[src/rtl/core/gmg_pkg.sv]
package gmg_pkg;

  localparam logic [1:0] MODE_LINEAR  = 2'd0;
  localparam logic [1:0] MODE_RADIAL  = 2'd1;
  localparam logic [1:0] MODE_REFLECT = 2'd2;

  localparam int CFG_INDEX_BITS = 3;

  localparam logic [CFG_INDEX_BITS-1:0] REG_MODE    = 3'd0;
  localparam logic [CFG_INDEX_BITS-1:0] REG_START_X = 3'd1;
  localparam logic [CFG_INDEX_BITS-1:0] REG_START_Y = 3'd2;
  localparam logic [CFG_INDEX_BITS-1:0] REG_END_X   = 3'd3;
  localparam logic [CFG_INDEX_BITS-1:0] REG_END_Y   = 3'd4;

  localparam int LEVEL_BITS = 8;

  localparam logic [LEVEL_BITS-1:0] LEVEL_MIN = 8'd0;
  localparam logic [LEVEL_BITS-1:0] LEVEL_MAX = 8'd255;

  typedef struct packed {
    logic valid;
    logic bypass;
  } gmg_ctl_t;

endpackage

[src/rtl/core/gmg_front.sv]
module gmg_front #(
  parameter int COORD_BITS = 15,
  localparam int DW = COORD_BITS + 1,
  localparam int PW = 2 * DW,
  localparam int SW = PW + 1,
  localparam int LW = 2 * COORD_BITS + 1
) (
  input  logic                         clk,
  input  logic                         rst_n,
  input  logic                         adv,
  input  logic                         in_valid,
  input  logic [1:0]                   mode,
  input  logic signed [COORD_BITS-1:0] start_x,
  input  logic signed [COORD_BITS-1:0] start_y,
  input  logic signed [COORD_BITS-1:0] end_x,
  input  logic signed [COORD_BITS-1:0] end_y,
  input  logic signed [COORD_BITS-1:0] pixel_x,
  input  logic signed [COORD_BITS-1:0] pixel_y,
  output gmg_pkg::gmg_ctl_t            ctl_o,
  output logic [1:0]                   mode_o,
  output logic signed [SW-1:0]         n_o,
  output logic [LW-1:0]                l2_o
);

  // stage 1: offsets
  logic                 v1_r;
  logic [1:0]           mode1_r;
  logic signed [DW-1:0] qx1_r, qy1_r, dx1_r, dy1_r;
  logic signed [DW-1:0] qx_nxt, qy_nxt, dx_nxt, dy_nxt;

  // stage 2: products
  logic                 v2_r;
  logic [1:0]           mode2_r;
  logic signed [PW-1:0] pa2_r, pb2_r, sa2_r, sb2_r;
  logic signed [DW-1:0] ax, ay;

  // stage 3: sums
  logic                 v3_r;
  logic [1:0]           mode3_r;
  logic signed [SW-1:0] n3_r;
  logic [LW-1:0]        l23_r;
  logic signed [SW-1:0] n_nxt, l2_full;

  assign qx_nxt = DW'(pixel_x) - DW'(start_x);
  assign qy_nxt = DW'(pixel_y) - DW'(start_y);
  assign dx_nxt = DW'(end_x) - DW'(start_x);
  assign dy_nxt = DW'(end_y) - DW'(start_y);

  // radial squares the offset, the others project it on the axis
  assign ax = (mode1_r == gmg_pkg::MODE_RADIAL) ? qx1_r : dx1_r;
  assign ay = (mode1_r == gmg_pkg::MODE_RADIAL) ? qy1_r : dy1_r;

  assign n_nxt   = SW'(pa2_r) + SW'(pb2_r);
  assign l2_full = SW'(sa2_r) + SW'(sb2_r);

  always_ff @(posedge clk) begin
    if (!rst_n) begin
      v1_r <= 1'b0;
      v2_r <= 1'b0;
      v3_r <= 1'b0;
    end else if (adv) begin
      v1_r <= in_valid;
      v2_r <= v1_r;
      v3_r <= v2_r;
    end
  end

  always_ff @(posedge clk) begin
    if (adv) begin
      mode1_r <= mode;
      qx1_r   <= qx_nxt;
      qy1_r   <= qy_nxt;
      dx1_r   <= dx_nxt;
      dy1_r   <= dy_nxt;
      mode2_r <= mode1_r;
      pa2_r   <= qx1_r * ax;
      pb2_r   <= qy1_r * ay;
      sa2_r   <= dx1_r * dx1_r;
      sb2_r   <= dy1_r * dy1_r;
      mode3_r <= mode2_r;
      n3_r    <= n_nxt;
      l23_r   <= l2_full[LW-1:0];
    end
  end

  assign ctl_o.valid  = v3_r;
  assign ctl_o.bypass = 1'b0;
  assign mode_o       = mode3_r;
  assign n_o          = n3_r;
  assign l2_o         = l23_r;

endmodule

[src/rtl/core/gmg_classify.sv]
module gmg_classify #(
  parameter int COORD_BITS = 15,
  localparam int SW = 2 * (COORD_BITS + 1) + 1,
  localparam int TW = SW + 1,
  localparam int LW = 2 * COORD_BITS + 1,
  localparam int RW = LW + gmg_pkg::LEVEL_BITS
) (
  input  logic                              clk,
  input  logic                              rst_n,
  input  logic                              adv,
  input  gmg_pkg::gmg_ctl_t                 ctl_i,
  input  logic [1:0]                        mode,
  input  logic signed [SW-1:0]              n,
  input  logic [LW-1:0]                     l2,
  output gmg_pkg::gmg_ctl_t                 ctl_o,
  output logic [gmg_pkg::LEVEL_BITS-1:0]    level_o,
  output logic [RW-1:0]                     rem_o,
  output logic [LW-1:0]                     den_o
);

  logic signed [SW-1:0] l2s;
  logic signed [TW-1:0] t, tmag;
  logic signed [SW-1:0] diff;
  logic                 bypass_nxt;
  logic [gmg_pkg::LEVEL_BITS-1:0] level_nxt;
  logic [LW-1:0]        num_nxt;

  gmg_pkg::gmg_ctl_t              ctl4_r;
  logic [gmg_pkg::LEVEL_BITS-1:0] level4_r;
  logic [LW-1:0]                  num4_r, den4_r;

  gmg_pkg::gmg_ctl_t              ctl5_r;
  logic [gmg_pkg::LEVEL_BITS-1:0] level5_r;
  logic [RW-1:0]                  rem5_r;
  logic [LW-1:0]                  den5_r;

  assign l2s  = $signed(SW'(l2));
  assign diff = l2s - n;
  assign t    = TW'(l2s) - TW'(n) - TW'(n);
  assign tmag = (t < 0) ? -t : t;

  always_comb begin
    bypass_nxt = 1'b1;
    level_nxt  = gmg_pkg::LEVEL_MIN;
    num_nxt    = diff[LW-1:0];
    if (l2 != '0) begin
      case (mode)
        gmg_pkg::MODE_LINEAR: begin
          if (n <= 0) begin
            level_nxt = gmg_pkg::LEVEL_MAX;
          end else if (n < l2s) begin
            bypass_nxt = 1'b0;
          end
        end
        gmg_pkg::MODE_RADIAL: begin
          if (n < l2s) begin
            bypass_nxt = 1'b0;
          end
        end
        gmg_pkg::MODE_REFLECT: begin
          num_nxt = tmag[LW-1:0];
          if (tmag >= TW'(l2s)) begin
            level_nxt = gmg_pkg::LEVEL_MAX;
          end else begin
            bypass_nxt = 1'b0;
          end
        end
        default: begin
          level_nxt = gmg_pkg::LEVEL_MIN;
        end
      endcase
    end
  end

  always_ff @(posedge clk) begin
    if (!rst_n) begin
      ctl4_r <= '0;
      ctl5_r <= '0;
    end else if (adv) begin
      ctl4_r.valid  <= ctl_i.valid;
      ctl4_r.bypass <= bypass_nxt;
      ctl5_r        <= ctl4_r;
    end
  end

  // 255 * num as a shift and subtract
  always_ff @(posedge clk) begin
    if (adv) begin
      level4_r <= level_nxt;
      num4_r   <= num_nxt;
      den4_r   <= l2;
      level5_r <= level4_r;
      rem5_r   <= (RW'(num4_r) << gmg_pkg::LEVEL_BITS) - RW'(num4_r);
      den5_r   <= den4_r;
    end
  end

  assign ctl_o   = ctl5_r;
  assign level_o = level5_r;
  assign rem_o   = rem5_r;
  assign den_o   = den5_r;

endmodule

[src/rtl/core/gmg_div_step.sv]
module gmg_div_step #(
  parameter int LW    = 31,
  parameter int SHIFT = 7,
  localparam int RW   = LW + gmg_pkg::LEVEL_BITS
) (
  input  logic                           clk,
  input  logic                           rst_n,
  input  logic                           adv,
  input  gmg_pkg::gmg_ctl_t              ctl_i,
  input  logic [gmg_pkg::LEVEL_BITS-1:0] level_i,
  input  logic [RW-1:0]                  rem_i,
  input  logic [LW-1:0]                  den_i,
  output gmg_pkg::gmg_ctl_t              ctl_o,
  output logic [gmg_pkg::LEVEL_BITS-1:0] level_o,
  output logic [RW-1:0]                  rem_o,
  output logic [LW-1:0]                  den_o
);

  logic [RW-1:0] dsh;
  logic          take;

  gmg_pkg::gmg_ctl_t              ctl_r;
  logic [gmg_pkg::LEVEL_BITS-1:0] level_r, level_nxt;
  logic [RW-1:0]                  rem_r, rem_nxt;
  logic [LW-1:0]                  den_r;

  assign dsh  = RW'(den_i) << SHIFT;
  assign take = !ctl_i.bypass && (rem_i >= dsh);

  always_comb begin
    level_nxt = level_i;
    rem_nxt   = rem_i;
    if (take) begin
      level_nxt[SHIFT] = 1'b1;
      rem_nxt          = rem_i - dsh;
    end
  end

  always_ff @(posedge clk) begin
    if (!rst_n) begin
      ctl_r <= '0;
    end else if (adv) begin
      ctl_r <= ctl_i;
    end
  end

  always_ff @(posedge clk) begin
    if (adv) begin
      level_r <= level_nxt;
      rem_r   <= rem_nxt;
      den_r   <= den_i;
    end
  end

  assign ctl_o   = ctl_r;
  assign level_o = level_r;
  assign rem_o   = rem_r;
  assign den_o   = den_r;

endmodule

[src/rtl/core/gradient_mask_generator.sv]
// Gradient mask generator: one pixel coordinate in, one 8-bit level out.
// Input channel in_valid/in_ready carries in_pixel_x, in_pixel_y; result
// channel out_valid/out_ready carries out_level. Both move one beat per
// handshake.
// Configuration: write cfg_wdata to register cfg_index while cfg_we is
// high (0 mode, 1 start_x, 2 start_y, 3 end_x, 4 end_y). Write only while
// no pixel is in flight.
// From input beat to result valid, three stages form
// the offsets, products and sums, two classify and scale, and eight
// restoring-division stages produce one quotient bit each.
// Throughput is one pixel per cycle while the receiver does not stall; every stage is fully pipelined.
// Reset clears the configuration registers to zero and empties the pipeline.
// When the receiver stalls, the whole pipeline holds and in_ready drops
// while a result is waiting; nothing is lost or repeated.
module gradient_mask_generator #(
  parameter int COORD_BITS = 15
) (
  input  logic                                   clk,
  input  logic                                   rst_n,
  input  logic                                   cfg_we,
  input  logic [gmg_pkg::CFG_INDEX_BITS-1:0]     cfg_index,
  input  logic [COORD_BITS-1:0]                  cfg_wdata,
  input  logic                                   in_valid,
  output logic                                   in_ready,
  input  logic signed [COORD_BITS-1:0]           in_pixel_x,
  input  logic signed [COORD_BITS-1:0]           in_pixel_y,
  output logic                                   out_valid,
  input  logic                                   out_ready,
  output logic [gmg_pkg::LEVEL_BITS-1:0]         out_level
);

  localparam int SW    = 2 * (COORD_BITS + 1) + 1;
  localparam int LW    = 2 * COORD_BITS + 1;
  localparam int RW    = LW + gmg_pkg::LEVEL_BITS;
  localparam int STEPS = gmg_pkg::LEVEL_BITS;

  logic [1:0]                   mode_r;
  logic signed [COORD_BITS-1:0] start_x_r, start_y_r, end_x_r, end_y_r;

  logic adv;

  gmg_pkg::gmg_ctl_t    f_ctl;
  logic [1:0]           f_mode;
  logic signed [SW-1:0] f_n;
  logic [LW-1:0]        f_l2;

  gmg_pkg::gmg_ctl_t              d_ctl   [STEPS+1];
  logic [gmg_pkg::LEVEL_BITS-1:0] d_level [STEPS+1];
  logic [RW-1:0]                  d_rem   [STEPS+1];
  logic [LW-1:0]                  d_den   [STEPS+1];

  always_ff @(posedge clk) begin
    if (!rst_n) begin
      mode_r    <= '0;
      start_x_r <= '0;
      start_y_r <= '0;
      end_x_r   <= '0;
      end_y_r   <= '0;
    end else if (cfg_we) begin
      case (cfg_index)
        gmg_pkg::REG_MODE:    mode_r    <= cfg_wdata[1:0];
        gmg_pkg::REG_START_X: start_x_r <= $signed(cfg_wdata);
        gmg_pkg::REG_START_Y: start_y_r <= $signed(cfg_wdata);
        gmg_pkg::REG_END_X:   end_x_r   <= $signed(cfg_wdata);
        gmg_pkg::REG_END_Y:   end_y_r   <= $signed(cfg_wdata);
        default: begin
        end
      endcase
    end
  end

  assign adv      = !d_ctl[STEPS].valid || out_ready;
  assign in_ready = adv;

  gmg_front #(
    .COORD_BITS(COORD_BITS)
  ) u_front (
    .clk      (clk),
    .rst_n    (rst_n),
    .adv      (adv),
    .in_valid (in_valid),
    .mode     (mode_r),
    .start_x  (start_x_r),
    .start_y  (start_y_r),
    .end_x    (end_x_r),
    .end_y    (end_y_r),
    .pixel_x  (in_pixel_x),
    .pixel_y  (in_pixel_y),
    .ctl_o    (f_ctl),
    .mode_o   (f_mode),
    .n_o      (f_n),
    .l2_o     (f_l2)
  );

  gmg_classify #(
    .COORD_BITS(COORD_BITS)
  ) u_classify (
    .clk     (clk),
    .rst_n   (rst_n),
    .adv     (adv),
    .ctl_i   (f_ctl),
    .mode    (f_mode),
    .n       (f_n),
    .l2      (f_l2),
    .ctl_o   (d_ctl[0]),
    .level_o (d_level[0]),
    .rem_o   (d_rem[0]),
    .den_o   (d_den[0])
  );

  for (genvar i = 0; i < STEPS; i++) begin : g_div
    gmg_div_step #(
      .LW    (LW),
      .SHIFT (STEPS - 1 - i)
    ) u_step (
      .clk     (clk),
      .rst_n   (rst_n),
      .adv     (adv),
      .ctl_i   (d_ctl[i]),
      .level_i (d_level[i]),
      .rem_i   (d_rem[i]),
      .den_i   (d_den[i]),
      .ctl_o   (d_ctl[i+1]),
      .level_o (d_level[i+1]),
      .rem_o   (d_rem[i+1]),
      .den_o   (d_den[i+1])
    );
  end

  assign out_valid = d_ctl[STEPS].valid;
  assign out_level = d_level[STEPS];

endmodule

[config.mk]
export PLATFORM = sky130hd
export DESIGN_NAME = gradient_mask_generator
export DESIGN_NICKNAME = d
export VERILOG_FILES = /design/src/rtl/core/gmg_pkg.sv /design/src/rtl/core/gmg_front.sv /design/src/rtl/core/gmg_classify.sv /design/src/rtl/core/gmg_div_step.sv /design/src/rtl/core/gradient_mask_generator.sv
export SDC_FILE = /design/constraint.sdc
export NUM_CORES = 2
export LEC_CHECK = 0
export BUFFER_PORTS_ARGS = -buffer_cell sky130_fd_sc_hd__buf_2
export CORE_MARGIN = 2
export CORE_UTILIZATION = 60
export CTS_CLUSTER_DIAMETER = 120
export CTS_CLUSTER_SIZE = 40
export DETAILED_ROUTE_END_ITERATION = 7
export GPL_TIMING_DRIVEN = 0
export MAX_ROUTING_LAYER = met4
export PLACE_DENSITY = 0.78
export SLEW_MARGIN = 20
export SYNTH_ARGS = -nofsm -noshare
export SYNTH_HDL_FRONTEND = slang
export SYNTH_HIERARCHICAL = 1
export SYNTH_SLANG_ARGS = --single-unit
[constraint.sdc]
create_clock -name clk -period 67.2 [get_ports clk]
set_input_delay 13.44 -clock clk [delete_from_list [all_inputs] [get_ports clk]]
set_output_delay 13.44 -clock clk [all_outputs]
set_load 0.01 [all_outputs]
==> out/summary.txt <==
Status: finished clean
Gr ovfl total: 0
Period utilization: 0.4249
Core box area: 165400 sq um
Clock Latency Late Sink: 0.71 ns
1st-iter DRT viols: 5720
Placer Congestion: 1.011
First-pass GRT wire length: 419000 um
Initial antenna violation count: 7
Hold depth: 0
Crit start category: input pin
Relative slew slack: 0.2033
CTS sink cnt: 1030
Synthesized instance count: 9824
Worst-path clk slew: 0.14 ns
Via density: 5.917
Die ar.: 170100 sq um
Largest net degree at the start of global routing: 62
Placed insts: 12100
Post-cts gate resize count: 0
Tmin final: 28.55 ns
Clock Skew: 0.06210 ns
Critical path data arrival time: 15.11 ns
Final WL: 273100 um
Layout net count: 11850
Sequential cell area: 30090 sq um
Detail Route Antenna Nets: 0
Max clock buf depth: 3
GR Util All Layers: 0.3319
FILL cells: 13320
Die Span X: 412.4 um
TritonCTS Buffers: 38
WP data required: 53.76 ns
Least-Margin Pin Slew: 1.195 ns
Hold buffer count at CTS: 0
Ys Warns: 6
DRT Pass-1 Iters: 6
Final Instance Count excl. Fillers: 12170
Root Driver: clkbuf_16
Synth Area per Inst: 10.19 sq um
DP HPWL: 225500 um
Setup violations, final: 0
Area grow syn2layout: 4.993%
Top-level I/O count: 63
Post-Place Worst Slack: 38.63 ns
Initial Util: 0.6052
Hold WC Path Type: reg2reg
FMAX: 35.02 MHz
Setup crit end kind: primary output
Routed WL per cell: 22.44 um
Area of the multi-input gates: 62320 sq um
Slew Limit Fails: 0
Reg2reg path depth: 27
Buffers inserted by post-CTS timing repair: 0
Setup TNS: 0 ns
Die height: 412.4 um
CTS tree: built
Vias in the first global route: 73440
Final Hold Fails: 0
Maximum fanout along the worst path: 52
Post-Syn Nets: 11730
Row Count: 149
Port Buf Inserts: 62
H-tree depth: 2
Layout cells sized above 1: 0.05494
WS Path Type: in2out
Drt drc: 0
RSZ-0062 raised after global routing: no
Mapped Area: 100100 sq um
Via count: 72010
Max_cap viols: 0
Fin worst setup slack: 38.65 ns
-- metrics by stage --
stage | hold WS (ns) | area [sq um] | utilization
finish | 0.4253 | 105100 | 0.6354
detailed placement | 0.4045 | 103600 | 0.6267
global placement | 0.4004 | 103100 | 0.6236
global route | 0.4370 | 105100 | 0.6354
CTS | 0.4299 | 105100 | 0.6353
floorplan | 0.4003 | 100100 | -
-- cell usage in the layout (no fill, tap or decap), types with 75 or more instances in the layout --
master,count
mux2i_1,106
nor2b_1,254
buf_2,101
xor2_1,184
nand2_1,825
xnor2_1,365
edfxtp_1,946
nand3_1,109
clkbuf_1,193
a211oi_1,75
nor3_1,133
o21a_1,96
fa_1,1005
dfxtp_1,84
a21oi_1,451
ha_1,846
o21ai_0,352
a21o_1,217
inv_1,1669
nand4_1,91
nand2b_1,110
and2_1,198
nor2_1,441
mux2_2,89
-- per-layer routing --
layer / vias up / wire [um] / part of all wire / global-route usage
met2: 2464 / 135500 / 0.50 / 0.5612
met3: 690 / 14980 / 0.055 / 0.03708
met4: 0 / 18150 / 0.066 / 0.1832
met5: - / 0 / 0 / -
met1: 35650 / 104500 / 0.38 / 0.3872
li1: 33210 / - / - / -
-- path summary, 6_finish.rpt --
kind                                       start                             to  slack [ns]
setup / recovery                       out_ready                       in_ready       38.65
hold / removal    u_classify/den4_r[7]$_DFFE_PP_  u_classify/den_o[7]$_DFFE_PP_        0.43
setup reg to reg    u_front/mode1_r[1]$_DFFE_PP_    u_front/pa2_r[30]$_DFFE_PP_       56.71
hold reg to reg   u_classify/den4_r[7]$_DFFE_PP_  u_classify/den_o[7]$_DFFE_PP_        0.43
-- state kept, by name, summed over array words and instances (netlist names), 30 cells and up --
| signal | cells |
|---|---|
| u_front/n_o | 33 |
| u_classify/num4_r | 31 |
| u_front/pb2_r | 32 |
| u_classify/rem_o | 39 |
| u_front/sa2_r | 30 |
| u_front/l2_o | 31 |
| u_classify/den_o | 31 |
| g_div.u_step/rem_o | 273 |
| u_front/pa2_r | 32 |
| g_div.u_step/level_o | 64 |
| u_classify/den4_r | 31 |
| g_div.u_step/den_o | 217 |
| u_front/sb2_r | 30 |
-- cell type report --
class	instances	area share
multi-input combinational	6842	0.5931
sequential	1030	0.2864
inverter	1672	0.05973
tap	2189	0.02607
buffer	280	0.01340
clock buffer	48	0.009753
timing repair buffer	82	0.007597
clock inverter	21	0.003823
antenna	6	0.0001429
-- critical path, cell delays in order --
cell and delay [ns]:
buf_2 0.08, nand2b_4 0.42, buf_12 0.30, buf_16 0.29, buf_16 0.27, buf_2 0.19
Power is left out: the tool's default activity adds up to more than one toggle a clock period on the data nets, which glitch-free logic cannot reach.
